`src/hdl/wfb_pkg.sv`:
```
package wfb_pkg;

  localparam logic [1:0] CMD_ADD    = 2'd0;
  localparam logic [1:0] CMD_CHECK  = 2'd1;
  localparam logic [1:0] CMD_REMOVE = 2'd2;
  localparam logic [1:0] CMD_TICK   = 2'd3;

  typedef struct packed {
    logic [1:0]  command;
    logic [31:0] source_addr;
    logic        source_any;
    logic [31:0] dest_addr;
    logic        dest_any;
    logic [15:0] delay_ticks;
  } req_t;

  typedef struct packed {
    logic        drop;
    logic        found;
    logic [15:0] violation_count;
    logic        table_full;
  } rsp_t;

  // one table entry, valid flag kept apart
  typedef struct packed {
    logic [31:0] source;
    logic        source_wild;
    logic [31:0] dest;
    logic        dest_wild;
    logic [31:0] start_time;
    logic [15:0] delay;
    logic [15:0] violations;
  } slot_t;

  // item walking down the row of cells
  typedef struct packed {
    logic [1:0]  command;
    logic [31:0] source;
    logic        source_any;
    logic [31:0] dest;
    logic        dest_any;
    logic [15:0] delay;
    logic        done;   // placed, matched or removed upstream
    logic        shift;  // removal happened upstream: pull from right neighbor
    logic [15:0] violations;
  } tok_t;

endpackage

```
`src/hdl/wfb_cell.sv`:
```
module wfb_cell import wfb_pkg::*; (
  input  logic        clk,
  input  logic        rst,
  input  logic [31:0] now,
  input  logic        tok_in_vld,
  input  tok_t        tok_in,
  input  logic        nb_vld_in,
  input  slot_t       nb_in,
  output logic        vld_out,
  output slot_t       slot_out,
  output logic        tok_out_vld,
  output tok_t        tok_out
);

  logic        vld;
  logic        vld_next;
  slot_t       slot;
  slot_t       slot_next;
  tok_t        tok_next;
  logic        src_hit;
  logic        dst_hit;
  logic        exact;
  logic [31:0] age;
  logic        elapsed;

  assign src_hit = slot.source_wild || (slot.source == tok_in.source);
  assign dst_hit = slot.dest_wild || (slot.dest == tok_in.dest);
  assign exact = (slot.source_wild == tok_in.source_any) &&
                 (tok_in.source_any || (slot.source == tok_in.source)) &&
                 (slot.dest_wild == tok_in.dest_any) &&
                 (tok_in.dest_any || (slot.dest == tok_in.dest));
  assign age = now - slot.start_time;
  assign elapsed = age >= {16'd0, slot.delay};

  always_comb begin
    vld_next  = vld;
    slot_next = slot;
    tok_next  = tok_in;
    if (tok_in_vld) begin
      unique case (tok_in.command)
        CMD_ADD: begin
          if (!tok_in.done && !vld) begin
            vld_next              = 1'b1;
            slot_next.source_wild = tok_in.source_any;
            slot_next.source      = tok_in.source_any ? 32'd0 : tok_in.source;
            slot_next.dest_wild   = tok_in.dest_any;
            slot_next.dest        = tok_in.dest_any ? 32'd0 : tok_in.dest;
            slot_next.start_time  = now;
            slot_next.delay       = tok_in.delay;
            slot_next.violations  = 16'd0;
            tok_next.done         = 1'b1;
          end
        end
        CMD_CHECK: begin
          if (!tok_in.done && vld && src_hit && dst_hit) begin
            tok_next.done = 1'b1;
            if (elapsed && !(&slot.violations)) begin
              slot_next.violations = slot.violations + 16'd1;
            end
          end
        end
        CMD_REMOVE: begin
          if (tok_in.shift) begin
            vld_next  = nb_vld_in;
            slot_next = nb_in;
          end else if (vld && exact) begin
            tok_next.done       = 1'b1;
            tok_next.shift      = 1'b1;
            tok_next.violations = slot.violations;
            vld_next            = nb_vld_in;
            slot_next           = nb_in;
          end
        end
        CMD_TICK: begin
        end
        default: begin
        end
      endcase
    end
  end

  always_ff @(posedge clk) begin
    if (rst) begin
      vld         <= 1'b0;
      tok_out_vld <= 1'b0;
    end else begin
      vld         <= vld_next;
      tok_out_vld <= tok_in_vld;
    end
    slot    <= slot_next;
    tok_out <= tok_next;
  end

  assign vld_out  = vld;
  assign slot_out = slot;

endmodule

```
`config.mk`:
```
export PLATFORM = sky130hd
export DESIGN_NAME = wfb_cell
export DESIGN_NICKNAME = d
export VERILOG_FILES = /design/src/hdl/wfb_pkg.sv /design/src/hdl/wfb_cell.sv
export SDC_FILE = /design/constraint.sdc
export NUM_CORES = 1
export LEC_CHECK = 0
export CORE_AREA = 2 2 197 199
export CTS_CLUSTER_DIAMETER = 40
export DETAILED_ROUTE_END_ITERATION = 10
export DIE_AREA = 0 0 199 201
export DONT_BUFFER_PORTS = 1
export SLEW_MARGIN = 20
export SYNTH_ARGS = -nofsm -noshare
export SYNTH_HDL_FRONTEND = slang
export SYNTH_SLANG_ARGS = --single-unit
```
`constraint.sdc`:
```
create_clock -name clk -period 8.75 [get_ports clk]
set_input_delay 1.75 -clock clk [delete_from_list [all_inputs] [get_ports clk]]
set_output_delay 1.75 -clock clk [all_outputs]
set_load 0.1 [all_outputs]
```
Word level (Yosys, flattened, before mapping). Index checks and enable logic that the tools add are counted.

Register bits after elaboration: 234. Bits of input ports: 268. Output and inout bits: 234.

$add $sub $neg: 2. $lt $le $gt $ge: 1. Eq/ne operators: 10. Multiplexer cells: 20. Reductions and logical operators: 22.

Operators with widths (number): two-way mux 130 bit (3); case mux 114 bit (2 select lines) (1); equality test 32 bit (2); two-way mux 32 bit (2); two-way mux 18 bit (3); case mux 16 bit (3 select lines) (1); greater-or-equal comparator 32 x 16 -> 1 bit (1); two-way mux 16 bit (2); subtractor 32 bit (1); two-way mux 17 bit (1); adder 16 x 1 -> 16 bit (second input constant) (1); AND reduction 16 bit (1); logical AND 1 bit (9); != test 2 bit (second input constant) (3); AND reduction 6 bit (1); two-way mux 1 bit (5); logical OR 1 bit (4); AND reduction 4 bit (1); zero test 1 bit (3); != test 3 bit (second input constant) (1); case mux 1 bit (3 select lines) (1); nonzero test 3 bit (1); equality test 1 bit (2); equality test 2 x 1 -> 1 bit (second input constant) (1); other kinds (4) (4).

Longest topological paths before layout. Gate-level depths: netlist of the first run.

Word-level depth: 10. Gate-level depth with buffers: 20. Depth with buffers taken out: 20.

Least setup slack after synthesis of the first run. Ideal clock, no wire load.

Path kind: input to register. Start: input port tok_in[51] (netlist bit). End: register slot, in the netlist slot_out[100], enable pin. Library setup time: 0.483 ns. Data arrival time: 5.663 ns. Path slack: 2.604 ns. Stages on the path: 8. Path buffers: 0. Path through: xnor2_1 nand4_1 nor4_1 nand2_1 or3_1 a211oi_2 o311a_1 o21a_1.

Longest elaborated chain between the ends: 6.

Ends and longest elaborated chain: start, declared (RTL line wfb_cell.sv:6) `input tok_t tok_in,`; equality test 32 bit (RTL line wfb_cell.sv:31) `(tok_in.dest_any || (slot.dest == tok_in.dest));`; logical OR 1 bit (RTL line wfb_cell.sv:31); logical AND 1 bit (RTL line wfb_cell.sv:30) `(slot.dest_wild == tok_in.dest_any) &&`; logical AND 1 bit (RTL line wfb_cell.sv:66) `end else if (vld && exact) begin`; != test 3 bit (no line); AND reduction 4 bit (no line); end signal, assigned (RTL line wfb_cell.sv:90) `slot <= slot_next;`; end, declared (RTL line wfb_cell.sv:17) `slot_t slot;`.

No other way between the ends. A chain may end at the register's enable or synchronous reset.

Final worst setup path of the first run.
Start: input port now[2]. End: register slot, in the netlist slot_out[4], enable pin.

Longest elaborated chain between the ends: 5.

Ends and longest elaborated chain: start, declared (RTL line wfb_cell.sv:4) `input logic [31:0] now,`; subtractor 32 bit (RTL line wfb_cell.sv:32) `assign age = now - slot.start_time;`; greater-or-equal comparator 32 x 16 -> 1 bit (RTL line wfb_cell.sv:33) `assign elapsed = age >= {16'd0, slot.delay};`; logical AND 1 bit (RTL line wfb_cell.sv:57) `if (elapsed && !(&slot.violations)) begin`; != test 2 bit (no line); AND reduction 6 bit (no line).

No other way between the ends.

==> results of run 1 <==
worst reg2reg max path, delay by kind of cell, from the launching register on:
kind,cells,cell delay (ns)
AO/OA/AOI/OAI,9,2.37
flip-flops,1,1.03
AND/OR/NAND/NOR,5,0.74
adder cells (fa/ha/maj),2,0.66
XOR/XNOR,1,0.15
buffers and inverters,1,0.10
worst min-delay path by stage:
stage | from | end | slack [ns] | cells after the start
global placement | slot_out[14]$_DFFE_PP_ | tok_out[14]$_DFF_P_ | 0.72 | 1
global route | slot_out[14]$_DFFE_PP_ | tok_out[14]$_DFF_P_ | 0.74 | 1
CTS | slot_out[14]$_DFFE_PP_ | tok_out[14]$_DFF_P_ | 0.73 | 1
finish | slot_out[14]$_DFFE_PP_ | tok_out[14]$_DFF_P_ | 0.73 | 1
floorplan | vld_out$_SDFFE_PP0P_ | vld_out$_SDFFE_PP0P_ | 1.01 | 1
detailed placement | slot_out[14]$_DFFE_PP_ | tok_out[14]$_DFF_P_ | 0.72 | 1
per-stage QoR:
stage          hold WS (ns)  instance area, µm²  utilization, %  cells
2_1_floorplan          1.01               11200               -    946
3_3_place_gp          0.716               11800            30.9   1436
3_5_place_dp          0.720               11800            30.9   1436
4_1_cts               0.732               13100            34.3   1504
5_1_grt               0.740               13100            34.3   1504
6_report              0.727               13100            34.3   1504
power groups by stage:
stage	registers, W	clock network (W)	logic, W
global route	0.00164	0.00160	0.000354
floorplan	0.00165	0	0.000243
detailed placement	0.00166	0	0.000313
CTS	0.00164	0.00156	0.000315
global placement	0.00166	0	0.000308
finish	0.00164	0.00153	0.000315
kinds of logic after synthesis:
family          after synthesis  synth area share [%]
flops                       234                  53.6
compound gates              216                  13.8
simple gates                178                  8.34
xor+xnor                    102                  8.00
buf+inv                      98                  3.36
mux                          65                  6.89
fa+ha+maj                    53                  6.00
flip-flops by register name, summed over array words and instances (netlist names):
register and flops:
tok_out 102, tok_out_vld 1, slot_out 130, vld_out 1
routing by layer:
metal	global-route usage, %	wire, µm
met5	0	41
met2	26.4	16000
met3	6.00	3110
met1	21.1	14400
met4	5.06	743
cell type report:
| type | instances | area [µm²] | share of cell area, % |
|---|---|---|---|
| multi-input combinational | 614 | 4830 | 37.0 |
| timing repair buffer | 8 | 60.1 | 0.459 |
| clock inverter | 15 | 183 | 1.40 |
| sequential | 234 | 5990 | 45.8 |
| tap | 518 | 648 | 4.96 |
| clock buffer | 53 | 1130 | 8.66 |
| inverter | 62 | 233 | 1.78 |
cell usage in the layout (no fill, tap or decap), drive strengths merged, types with 17 or more instances in the layout:
master,n
nor2,30
ha,52
nand2,39
nand3,17
mux2,65
inv,70
dfxtp,104
clkbuf,53
o21ai,35
a21oi,44
nor2b,21
xnor2,94
edfxtp,130
a22oi,18
a22o,64
nand4,29
==> flow_results.xml, run 1 <==
<?xml version="1.0" encoding="UTF-8"?>
<metrics>
  <group name="status">
    <metric name="status" unit="">complete, no violations</metric>
  </group>
  <group name="critical_path">
    <metric name="cp_num_buf_inv" unit="">0</metric>
    <metric name="timing.critical_path.fanout_max" unit="">16</metric>
    <metric name="gate_family_responsible_for_the_most_delay_along_the_worst_path" unit="">compound AO/OA/AOI/OAI gates</metric>
    <metric name="timing.reg2reg.setup_slack" unit="ns">3.33</metric>
    <metric name="critical_path_destination" unit="">slot_out[4]$_DFFE_PP_</metric>
    <metric name="crit-reg2reg-launch" unit="">slot_out[36]$_DFFE_PP_</metric>
    <metric name="slowest_delay" unit="ns">0.55</metric>
    <metric name="cp-startpoint" unit="">now[2]</metric>
    <metric name="worst_reg_to_reg_path_cell_count" unit="">18</metric>
    <metric name="reg_to_reg_endpoint" unit="">slot_out[4]$_DFFE_PP_</metric>
    <metric name="path_cells" unit="">ha_1, o211ai_1, a21oi_1, o41ai_2, o21a_1, o21ai_0, xnor2_1, ha_1, nand2_1, nor2_1, a211oi_1, o211ai_1, a211oi_1, nand4_1, nor4_1, nand4_1, o31a_1</metric>
    <metric name="critical_path_class" unit="">primary input to flop</metric>
    <metric name="crit_slowest_cell" unit="">sky130_fd_sc_hd__o41ai_2</metric>
    <metric name="cp_data_required_time" unit="ns">8.93</metric>
    <metric name="startpoint_type" unit="">primary input</metric>
    <metric name="cp_arrival" unit="ns">5.68</metric>
    <metric name="cp_num_cells" unit="">17</metric>
    <metric name="crit_path_end_kind" unit="">flop</metric>
  </group>
  <group name="timing">
    <metric name="min_period_over_period" unit="%">62.9</metric>
    <metric name="period_minus_slack" unit="ns">5.51</metric>
    <metric name="setup_viol" unit="">0</metric>
    <metric name="timing.clock.skew" unit="ns">0.0324</metric>
    <metric name="totalNegativeSetupSlack" unit="ns">0</metric>
    <metric name="max_slew.worst_pin.slew" unit="ns">1.14</metric>
    <metric name="grt_setup_unrepaired" unit="">false</metric>
    <metric name="finalMaxSlewViolations" unit="">0</metric>
    <metric name="timing.slew.headroom" unit="%">24.0</metric>
    <metric name="timing.final.ws_setup" unit="ns">3.24</metric>
    <metric name="max_freq" unit="MHz">182</metric>
    <metric name="final_hold_viol_count" unit="">0</metric>
  </group>
  <group name="cells_and_area">
    <metric name="antennaDiodeCount" unit="">0</metric>
    <metric name="final_net_count" unit="">1278</metric>
    <metric name="area_growth" unit="%">17.1</metric>
    <metric name="fillerInstances" unit="">3793</metric>
    <metric name="ratio_of_cells_with_drive_above_1_in_the_final_layout" unit="%">15.0</metric>
  </group>
  <group name="floorplanning">
    <metric name="core-area" unit="mm²">0.0381</metric>
    <metric name="num_io_pins" unit="">502</metric>
    <metric name="fp.dieArea" unit="mm²">0.0400</metric>
    <metric name="starting_density_of_the_core" unit="%">29.3</metric>
    <metric name="die_height" unit="µm">201</metric>
    <metric name="die_width" unit="µm">199</metric>
    <metric name="placementRows" unit="">72</metric>
  </group>
  <group name="synth">
    <metric name="synth_most_common_cell" unit="">sky130_fd_sc_hd__edfxtp_1</metric>
    <metric name="synthesis.instances" unit="">946</metric>
    <metric name="synth.area.top_cells" unit="">sky130_fd_sc_hd__edfxtp_1, sky130_fd_sc_hd__dfxtp_1, sky130_fd_sc_hd__xnor2_1</metric>
    <metric name="post-synth-top-area-cell" unit="">sky130_fd_sc_hd__edfxtp_1</metric>
    <metric name="count_of_synthesis_stage_warnings_from_yosys" unit="">0</metric>
    <metric name="mappedNetlistNets" unit="">1267</metric>
    <metric name="ys_async_sr_fraction" unit="%">0</metric>
    <metric name="netlist_top_cells_count" unit="">sky130_fd_sc_hd__edfxtp_1, sky130_fd_sc_hd__dfxtp_1, sky130_fd_sc_hd__xnor2_1</metric>
    <metric name="count_of_flip_flops_with_a_built_in_enable_after_synthesis" unit="">130</metric>
    <metric name="post_synthesis_average_cell_area" unit="µm²">11.8</metric>
    <metric name="synth-seq-cells" unit="">234</metric>
    <metric name="mappedNetlistArea" unit="mm²">0.0112</metric>
    <metric name="yosysSeqAreaShare" unit="%">53.6</metric>
    <metric name="synth_flop_cell" unit="">sky130_fd_sc_hd__edfxtp_1</metric>
    <metric name="synth_cell_types" unit="">58</metric>
    <metric name="yosys.area.top_type_share" unit="%">35.0</metric>
  </group>
  <group name="power_and_ir_drop">
    <metric name="netSwitchingPower" unit="W">0.00113</metric>
    <metric name="share_comb_of_total_power" unit="%">9.1</metric>
    <metric name="switching_share_of_power" unit="%">32.6</metric>
    <metric name="power.total" unit="W">0.00348</metric>
    <metric name="power_frac_clock" unit="%">43.9</metric>
    <metric name="power_density" unit="mW/mm²">266</metric>
    <metric name="p_seq_share" unit="%">47.1</metric>
    <metric name="leakagePower" unit="nW">4.88</metric>
    <metric name="vdd_ir_drop_max" unit="V">0.000149</metric>
    <metric name="cell_internal_pwr" unit="W">0.00234</metric>
  </group>
  <group name="place">
    <metric name="post-dp-hpwl" unit="mm">26.9</metric>
    <metric name="post_place_setup_slack" unit="ns">2.75</metric>
    <metric name="buffer_ports.inserted" unit="">0</metric>
    <metric name="place.gp.congestion" unit="">0.919</metric>
  </group>
  <group name="clocking">
    <metric name="worst_skew_pair.late_latency" unit="ns">0.55</metric>
    <metric name="root_buffer" unit="">sky130_fd_sc_hd__clkbuf_16</metric>
    <metric name="cts_tree" unit="">built</metric>
    <metric name="cts.reportedPaths.clkPinSlew" unit="ns">0.04</metric>
    <metric name="post_cts_hold_buffer_count" unit="">0</metric>
    <metric name="post_cts.resized_instances" unit="">0</metric>
    <metric name="post_cts_buffers" unit="">0</metric>
    <metric name="tritoncts_num_sinks" unit="">234</metric>
    <metric name="cts_buffer_depth" unit="">3</metric>
    <metric name="cts_htree_levels" unit="">2</metric>
    <metric name="cts_buffers" unit="">37</metric>
  </group>
  <group name="route">
    <metric name="vias" unit="">7762</metric>
    <metric name="drt-wirelength-per-cell" unit="µm">22.8</metric>
    <metric name="drc" unit="">0</metric>
    <metric name="drt-pass1-iter-count" unit="">5</metric>
    <metric name="antenna_left" unit="">0</metric>
    <metric name="route.detailed.vias_per_inst" unit="">5.16</metric>
    <metric name="wl" unit="mm">34.3</metric>
    <metric name="drtIter0Drc" unit="">441</metric>
  </group>
  <group name="grt">
    <metric name="global_route_wire_length_before_repair" unit="mm">50.0</metric>
    <metric name="grt_remaining_overflow" unit="">0</metric>
    <metric name="grt_pass1_vias" unit="">7952</metric>
    <metric name="grt_max_degree" unit="">61</metric>
    <metric name="antenna_found_initial" unit="">4</metric>
    <metric name="track_usage" unit="%">16.7</metric>
  </group>
  <group name="hold_path">
    <metric name="hold_path.class" unit="">flop to flop</metric>
  </group>
  <group name="run">
    <metric name="maxCapViolations" unit="">0</metric>
  </group>
</metrics>
Power figures use the tool's default switching activity.
==> run 2, diff against run 1 <==
ABC_AREA = 1   (was default)
CORE_AREA = 2 2 193 195   (was 2 2 197 199)
DIE_AREA = 0 0 195 197   (was 0 0 199 201)
clock period = 4.74 ns   (was 8.75 ns; I/O delays follow)
==> run 2 against run 1 <==
Via count increased by 32%. Sequential power up 68%. Non-clock buffer count grew 105. Clock skew fell by 0.014 ns. Hold slack worse by 0.29 ns. First-iteration DRC count grew 0.91%. Routed wire length is 19% higher. Synthesized cell count is 56% higher. Setup slack got worse by 2.1 ns. Register-to-register slack got worse by 2.2 ns. Cell count grew 40%. Highest routed layer is now met4.
==> flow_results.xml, run 2 <==
<?xml version="1.0" encoding="UTF-8"?>
<metrics>
  <group name="cells_and_area">
    <metric name="ratio_of_cells_with_drive_above_1_in_the_final_layout" unit="%">12.7</metric>
    <metric name="layout.cells.most_common_list" unit="">sky130_fd_sc_hd__nand2_1, sky130_fd_sc_hd__inv_1, sky130_fd_sc_hd__edfxtp_1</metric>
    <metric name="commonest_non_fill_non_tap_cell_in_the_layout" unit="">sky130_fd_sc_hd__nand2_1</metric>
    <metric name="final_net_count" unit="">1924</metric>
    <metric name="area_growth" unit="%">22.0</metric>
    <metric name="final-instance-count-excl-fill" unit="">2103</metric>
    <metric name="largest_reg_flops" unit="">130</metric>
  </group>
  <group name="critical_path">
    <metric name="startpoint_type" unit="">flop</metric>
    <metric name="path_common_cell" unit="">sky130_fd_sc_hd__nand2_1</metric>
    <metric name="cp_arrival" unit="ns">3.83</metric>
    <metric name="critical_path_class" unit="">flop to flop</metric>
    <metric name="cp_data_required_time" unit="ns">4.95</metric>
    <metric name="path_cells" unit="">buf_4, ha_1, fa_1, inv_1, nand3_1, nand3_1, nand2_1, nand2_1, xor2_1, ha_1, nand2_1, nor3_1, nand2_1, a21oi_1, nor2_1, nand2_1, nand2_1, a21oi_1, buf_4</metric>
    <metric name="crit_slowest_cell" unit="">sky130_fd_sc_hd__fa_1</metric>
    <metric name="slowest_delay" unit="ns">0.42</metric>
    <metric name="crit_path_end_kind" unit="">flop</metric>
    <metric name="timing.critical_path.fanout_max" unit="">16</metric>
  </group>
  <group name="grt">
    <metric name="grt_max_degree" unit="">53</metric>
    <metric name="grt_pass1_vias" unit="">10317</metric>
    <metric name="grt_remaining_overflow" unit="">0</metric>
    <metric name="antenna_found_initial" unit="">2</metric>
    <metric name="track_usage" unit="%">20.7</metric>
    <metric name="global_route_wire_length_before_repair" unit="mm">60.4</metric>
  </group>
  <group name="floorplanning">
    <metric name="placementRows" unit="">70</metric>
    <metric name="fp.dieArea" unit="mm²">0.0384</metric>
    <metric name="die_width" unit="µm">195</metric>
    <metric name="num_io_pins" unit="">502</metric>
    <metric name="die_height" unit="µm">197</metric>
    <metric name="starting_density_of_the_core" unit="%">33.2</metric>
    <metric name="core-area" unit="mm²">0.0363</metric>
  </group>
  <group name="timing">
    <metric name="hold-worst-slack" unit="ns">0.433</metric>
    <metric name="timing.clock.skew" unit="ns">0.0180</metric>
    <metric name="max_slew.worst_pin.slew" unit="ns">1.08</metric>
    <metric name="grt_setup_unrepaired" unit="">false</metric>
    <metric name="timing.final.ws_setup" unit="ns">1.12</metric>
    <metric name="max_freq" unit="MHz">276</metric>
    <metric name="setup_viol" unit="">0</metric>
    <metric name="min_period_over_period" unit="%">76.4</metric>
    <metric name="totalNegativeSetupSlack" unit="ns">0</metric>
    <metric name="period_minus_slack" unit="ns">3.62</metric>
    <metric name="final_hold_viol_count" unit="">0</metric>
    <metric name="timing.slew.headroom" unit="%">27.9</metric>
    <metric name="finalMaxSlewViolations" unit="">0</metric>
  </group>
  <group name="route">
    <metric name="drt-wirelength-per-cell" unit="µm">19.5</metric>
    <metric name="wl" unit="mm">40.9</metric>
    <metric name="drt-pass1-iter-count" unit="">5</metric>
    <metric name="vias" unit="">10219</metric>
    <metric name="drc" unit="">0</metric>
    <metric name="route.detailed.vias_per_inst" unit="">4.86</metric>
    <metric name="drtIter0Drc" unit="">445</metric>
    <metric name="antenna_left" unit="">0</metric>
  </group>
  <group name="power_and_ir_drop">
    <metric name="power_density" unit="mW/mm²">447</metric>
    <metric name="leakagePower" unit="nW">6.95</metric>
    <metric name="vdd_ir_drop_max" unit="V">0.000342</metric>
  </group>
  <group name="clocking">
    <metric name="cts_buffers" unit="">39</metric>
    <metric name="post_cts_buffers" unit="">0</metric>
    <metric name="root_buffer" unit="">sky130_fd_sc_hd__clkbuf_16</metric>
    <metric name="cts_htree_levels" unit="">2</metric>
    <metric name="cts.reportedPaths.clkPinSlew" unit="ns">0.06</metric>
    <metric name="cts_tree" unit="">built</metric>
    <metric name="post_cts.resized_instances" unit="">0</metric>
    <metric name="worst_skew_pair.late_latency" unit="ns">0.54</metric>
    <metric name="cts_buffer_depth" unit="">3</metric>
    <metric name="tritoncts_num_sinks" unit="">234</metric>
    <metric name="post_cts_hold_buffer_count" unit="">0</metric>
  </group>
  <group name="synth">
    <metric name="post_synthesis_average_cell_area" unit="µm²">8.15</metric>
    <metric name="yosysSeqAreaShare" unit="%">49.7</metric>
    <metric name="yosys.area.top_type_share" unit="%">32.4</metric>
    <metric name="synth_most_common_cell" unit="">sky130_fd_sc_hd__nand2_1</metric>
    <metric name="synth-seq-cells" unit="">234</metric>
    <metric name="netlist_top_cells_count" unit="">sky130_fd_sc_hd__nand2_1, sky130_fd_sc_hd__inv_1, sky130_fd_sc_hd__edfxtp_1</metric>
    <metric name="synth_flop_cell" unit="">sky130_fd_sc_hd__edfxtp_1</metric>
    <metric name="count_of_flip_flops_with_a_built_in_enable_after_synthesis" unit="">130</metric>
    <metric name="synth_cell_types" unit="">38</metric>
    <metric name="synth.area.top_cells" unit="">sky130_fd_sc_hd__edfxtp_1, sky130_fd_sc_hd__dfxtp_1, sky130_fd_sc_hd__nand2_1</metric>
    <metric name="synthesis.instances" unit="">1479</metric>
    <metric name="mappedNetlistArea" unit="mm²">0.0121</metric>
    <metric name="mappedNetlistNets" unit="">1800</metric>
    <metric name="post-synth-top-area-cell" unit="">sky130_fd_sc_hd__edfxtp_1</metric>
    <metric name="count_of_synthesis_stage_warnings_from_yosys" unit="">0</metric>
    <metric name="ys_async_sr_fraction" unit="%">0</metric>
  </group>
  <group name="place">
    <metric name="numPlacedInstances" unit="">2030</metric>
    <metric name="post_place_setup_slack" unit="ns">0.734</metric>
    <metric name="place.gp.congestion" unit="">0.883</metric>
    <metric name="buffer_ports.inserted" unit="">0</metric>
    <metric name="post-dp-hpwl" unit="mm">33.4</metric>
  </group>
  <group name="status">
    <metric name="status" unit="">complete, no violations</metric>
  </group>
  <group name="run">
    <metric name="maxCapViolations" unit="">0</metric>
  </group>
  <group name="hold_path">
    <metric name="hold_path.class" unit="">primary input to flop</metric>
  </group>
</metrics>
==> run 2: cell families (layout without fill, tap and decap cells) <==
family | after synthesis | count (layout) | share of synthesized area, %
and+or+nand+nor | 725 | 725 | 24.7
DFF | 234 | 234 | 49.7
adders and majority gates | 53 | 53 | 5.56
xor gates and xnor gates | 58 | 58 | 4.21
AOI/OAI and AO/OA | 154 | 154 | 7.88
other | 0 | 2 | 0
buffers and inverters | 255 | 409 | 7.99
==> run 2: cell type report <==
type	count	area (µm²)
Timing Repair Buffer	113	873
Tap cell	468	586
Clock buffer	51	1070
Multi-Input combinational cell	990	5120
Clock inverter	20	211
Fill cell	3676	21600
Inverter	225	847
Sequential cell	234	5990
Antenna cell	2	5.00
==> run 2: path summary, 6_finish.rpt <==
path,from,end,slack [ns],cells past startpoint
hold / removal,tok_in[82],tok_out[82]$_DFF_P_,0.43,0
setup / recovery,slot_out[32]$_DFFE_PP_,slot_out[2]$_DFFE_PP_,1.12,19
hold reg to reg,vld_out$_SDFFE_PP0P_,vld_out$_SDFFE_PP0P_,0.53,2
setup reg to reg,slot_out[32]$_DFFE_PP_,slot_out[2]$_DFFE_PP_,1.12,19
==> run 2: critical path, delay by kind of cell, from the launching register on <==
family                   cells  cell delay [ns]
flip-flops                   1             0.37
buffers and inverters        3             0.64
AO/OA/AOI/OAI                2             0.32
AND/OR/NAND/NOR             10             0.94
adder cells (fa/ha/maj)      3             0.95
XOR/XNOR                     1             0.07
==> run 2: power breakdown <==
group          internal, W  switching (W)  leakage [nW]
sequential         0.00227       0.000480          2.09
combinational     0.000289       0.000765          4.24
clock              0.00173        0.00103         0.621
==> run 2: metrics by stage <==
stage	area, µm²	total power, W	util, %
after floorplan	12100	0.00360	-
after CTS	14700	0.00663	40.5
after detailed placement	13400	0.00385	37.0
final	14700	0.00657	40.6
after global routing	14700	0.00682	40.5
after global placement	13400	0.00384	37.0
==> run 2: layer usage <==
layer	track usage, %	wire length [µm]	vias up
li1	-	-	4990
met1	21.8	14600	4742
met2	38.2	21500	423
met3	7.79	3960	64
met4	5.91	947	0
met5	0	0	-
==> run 3, diff against run 2 <==
ABC_AREA = 0   (was 1)
CORE_AREA = 2 2 197 199   (was 2 2 193 195)
DIE_AREA = 0 0 199 201   (was 0 0 195 197)
clock period = 3.15 ns   (was 4.74 ns; I/O delays follow)
==> run 3 against run 2 <==
The run now ends with negative setup slack left. Die area increased by 4.1%. Fmax is 8.5% lower. Via count down 13%. Critical path depth fell by 1. Clock skew rose by 0.0087 ns. Setup slack got worse by 1.9 ns. Critical path type unchanged. Largest cell class unchanged. Largest power group unchanged.
==> flow_results.xml, run 3 (same netlist as run 1, synthesis figures left out) <==
<?xml version="1.0" encoding="UTF-8"?>
<metrics>
  <group name="status">
    <metric name="status" unit="">complete, but fails checks</metric>
    <metric name="failing_checks" unit="">negative setup slack</metric>
  </group>
  <group name="grt">
    <metric name="grt_remaining_overflow" unit="">0</metric>
    <metric name="track_usage" unit="%">17.9</metric>
    <metric name="globalRouteMet1Util" unit="%">22.1</metric>
    <metric name="grt.busiest_layer" unit="">met2</metric>
    <metric name="antenna_found_initial" unit="">1</metric>
    <metric name="met2_usage_grt" unit="%">29.9</metric>
    <metric name="global_route_wire_length_before_repair" unit="mm">54.5</metric>
    <metric name="grt_max_degree" unit="">89</metric>
    <metric name="grt_pass1_vias" unit="">9253</metric>
    <metric name="grtUsageMet3" unit="%">4.52</metric>
  </group>
  <group name="timing">
    <metric name="period_minus_slack" unit="ns">3.96</metric>
    <metric name="grt_setup_unrepaired" unit="">true</metric>
    <metric name="hold-worst-slack" unit="ns">0.101</metric>
    <metric name="timing.slew.headroom" unit="%">29.4</metric>
    <metric name="max_freq" unit="MHz">253</metric>
    <metric name="finalMaxSlewViolations" unit="">0</metric>
    <metric name="max_slew.worst_pin.slew" unit="ns">1.06</metric>
    <metric name="setup_viol" unit="">16</metric>
    <metric name="totalNegativeSetupSlack" unit="ns">-12.74</metric>
    <metric name="timing.final.ws_setup" unit="ns">-0.807</metric>
    <metric name="min_period_over_period" unit="%">126</metric>
    <metric name="timing.clock.skew" unit="ns">0.0266</metric>
    <metric name="final_hold_viol_count" unit="">0</metric>
  </group>
  <group name="cells_and_area">
    <metric name="antennaDiodeCount" unit="">0</metric>
    <metric name="layout.cells.most_common_list" unit="">sky130_fd_sc_hd__buf_4, sky130_fd_sc_hd__edfxtp_1, sky130_fd_sc_hd__dfxtp_1</metric>
    <metric name="area_growth" unit="%">41.3</metric>
    <metric name="ratio_of_cells_with_drive_above_1_in_the_final_layout" unit="%">37.5</metric>
    <metric name="final_net_count" unit="">1577</metric>
    <metric name="finish.utilization" unit="%">41.4</metric>
    <metric name="largest_reg_flops" unit="">130</metric>
    <metric name="fillerInstances" unit="">3595</metric>
    <metric name="commonest_non_fill_non_tap_cell_in_the_layout" unit="">sky130_fd_sc_hd__buf_4</metric>
  </group>
  <group name="clocking">
    <metric name="tritoncts_num_sinks" unit="">234</metric>
    <metric name="worst_skew_pair.late_latency" unit="ns">0.55</metric>
    <metric name="cts_tree" unit="">built</metric>
    <metric name="cts_buffer_depth" unit="">3</metric>
    <metric name="root_buffer" unit="">sky130_fd_sc_hd__clkbuf_16</metric>
    <metric name="cts.reportedPaths.clkPinSlew" unit="ns">0.06</metric>
    <metric name="cts_htree_levels" unit="">2</metric>
    <metric name="post_cts_hold_buffer_count" unit="">0</metric>
    <metric name="cts_buffers" unit="">39</metric>
  </group>
  <group name="floorplanning">
    <metric name="placementRows" unit="">72</metric>
    <metric name="fp.dieArea" unit="mm²">0.0400</metric>
    <metric name="die_width" unit="µm">199</metric>
    <metric name="num_io_pins" unit="">502</metric>
    <metric name="die_height" unit="µm">201</metric>
    <metric name="starting_density_of_the_core" unit="%">29.3</metric>
    <metric name="core-area" unit="mm²">0.0381</metric>
  </group>
  <group name="critical_path">
    <metric name="crit_path_end_kind" unit="">flop</metric>
    <metric name="cp_data_required_time" unit="ns">3.43</metric>
    <metric name="timing.critical_path.fanout_max" unit="">8</metric>
    <metric name="cp_num_buf_inv" unit="">2</metric>
    <metric name="critical_path_class" unit="">flop to flop</metric>
    <metric name="crit_slowest_cell" unit="">sky130_fd_sc_hd__edfxtp_1</metric>
    <metric name="path_common_cell" unit="">sky130_fd_sc_hd__nand4_1</metric>
    <metric name="slowest_delay" unit="ns">0.43</metric>
    <metric name="startpoint_type" unit="">flop</metric>
    <metric name="cp_arrival" unit="ns">4.24</metric>
    <metric name="gate_family_responsible_for_the_most_delay_along_the_worst_path" unit="">compound AO/OA/AOI/OAI gates</metric>
    <metric name="path_cells" unit="">inv_2, ha_4, a21o_4, o41ai_4, o21a_1, o21ai_2, xnor2_1, ha_1, nand2_2, nor2_2, a211oi_2, o211ai_1, a211oi_1, nand4_1, nor4_2, nand4_1, buf_4, o31a_4</metric>
  </group>
  <group name="route">
    <metric name="drt-pass1-iter-count" unit="">5</metric>
    <metric name="vias" unit="">8882</metric>
    <metric name="antenna_left" unit="">0</metric>
    <metric name="route.detailed.vias_per_inst" unit="">4.92</metric>
    <metric name="drc" unit="">0</metric>
    <metric name="drtIter0Drc" unit="">452</metric>
    <metric name="drt-wirelength-per-cell" unit="µm">21.0</metric>
    <metric name="wl" unit="mm">37.9</metric>
  </group>
  <group name="power_and_ir_drop">
    <metric name="leakagePower" unit="nW">6.47</metric>
    <metric name="share_comb_of_total_power" unit="%">18.7</metric>
    <metric name="p_seq_share" unit="%">40.0</metric>
    <metric name="switching_share_of_power" unit="%">34.1</metric>
    <metric name="netSwitchingPower" unit="W">0.00342</metric>
    <metric name="power_frac_clock" unit="%">41.3</metric>
    <metric name="power.total" unit="W">0.0100</metric>
    <metric name="power_density" unit="mW/mm²">635</metric>
    <metric name="cell_internal_pwr" unit="W">0.00660</metric>
    <metric name="vdd_ir_drop_max" unit="V">0.000444</metric>
  </group>
  <group name="place">
    <metric name="buffer_ports.inserted" unit="">0</metric>
    <metric name="post-dp-hpwl" unit="mm">28.8</metric>
    <metric name="post_place_setup_slack" unit="ns">-1.36</metric>
    <metric name="place.gp.congestion" unit="">0.904</metric>
  </group>
  <group name="hold_path">
    <metric name="hold_path.class" unit="">primary input to flop</metric>
  </group>
  <group name="run">
    <metric name="maxCapViolations" unit="">0</metric>
  </group>
</metrics>
==> run 3: cell types whose count changed in the layout (fill, tap and decap cells not counted), sizes merged, moves of 21 or more <==
| cell | delta |
|---|---|
| a22o | +22 |
| nor2b | +21 |
| xnor2 | +50 |
| inv | -155 |
| buf | +185 |
| mux2 | +65 |
| nand3 | -51 |
| o21ai | -22 |
| nand2 | -476 |
| nor2 | -62 |
==> run 3: layer usage <==
metal  wire length (µm)  part of all wire, %
met1              15400                   41
met2              18900                   50
met3               2540                  6.7
met4               1130                  3.0
met5                  0                    0
==> run 3: worst paths after layout <==
path	end	slack [ns]	from	cells past startpoint
setup reg to reg	slot_out[8]$_DFFE_PP_	-0.81	slot_out[36]$_DFFE_PP_	18
hold reg to reg	slot_out[1]$_DFFE_PP_	0.77	slot_out[1]$_DFFE_PP_	3
hold / removal	tok_out[99]$_DFF_P_	0.10	tok_in[99]	0
setup / recovery	slot_out[8]$_DFFE_PP_	-0.81	slot_out[36]$_DFFE_PP_	18
==> run 3: metrics by stage <==
stage / cells / area, µm²
after CTS: 1788 / 15400
after floorplan: 946 / 11200
after global routing: 1805 / 15800
after detailed placement: 1703 / 13900
final: 1805 / 15800
after global placement: 1703 / 13900
==> run 3: power by group through the flow <==
stage / combinational, W / sequential (W) / clock (W)
2_1_floorplan: 0.000687 / 0.00457 / 0
3_3_place_gp: 0.00172 / 0.00406 / 0
3_5_place_dp: 0.00173 / 0.00406 / 0
4_1_cts: 0.00179 / 0.00401 / 0.00421
5_1_grt: 0.00199 / 0.00402 / 0.00434
6_report: 0.00187 / 0.00401 / 0.00414
==> run 3: timing repair <==
action | in CTS | in global routing
cloned | 3 | 9
endpoints found under the setup margin | 146 | 111
setup buffers | 10 | 9
pin swaps | 9 | 9
gates resized for setup | 20 | 29
==> run 3: worst reg2reg max path, cell delays in order, from the launching register on <==
cell                       delay [ns]
sky130_fd_sc_hd__edfxtp_1        0.43
sky130_fd_sc_hd__inv_2           0.10
sky130_fd_sc_hd__ha_4            0.21
sky130_fd_sc_hd__a21o_4          0.22
sky130_fd_sc_hd__o41ai_4         0.39
sky130_fd_sc_hd__o21a_1          0.22
sky130_fd_sc_hd__o21ai_2         0.07
sky130_fd_sc_hd__xnor2_1         0.22
sky130_fd_sc_hd__ha_1            0.31
sky130_fd_sc_hd__nand2_2         0.08
sky130_fd_sc_hd__nor2_2          0.04
sky130_fd_sc_hd__a211oi_2        0.15
sky130_fd_sc_hd__o211ai_1        0.11
sky130_fd_sc_hd__a211oi_1        0.19
sky130_fd_sc_hd__nand4_1         0.13
sky130_fd_sc_hd__nor4_2          0.19
sky130_fd_sc_hd__nand4_1         0.15
sky130_fd_sc_hd__buf_4           0.18
sky130_fd_sc_hd__o31a_4          0.33
==> run 3: final cells by class <==
cell class	instances	area, µm²	share of cell area, %
inverter	62	233	1.47
multi-input combinational	615	5060	32.1
clock inverter	24	244	1.55
tap	518	648	4.11
clock buffer	48	1040	6.60
timing repair buffer	304	2570	16.3
sequential	234	5990	37.9
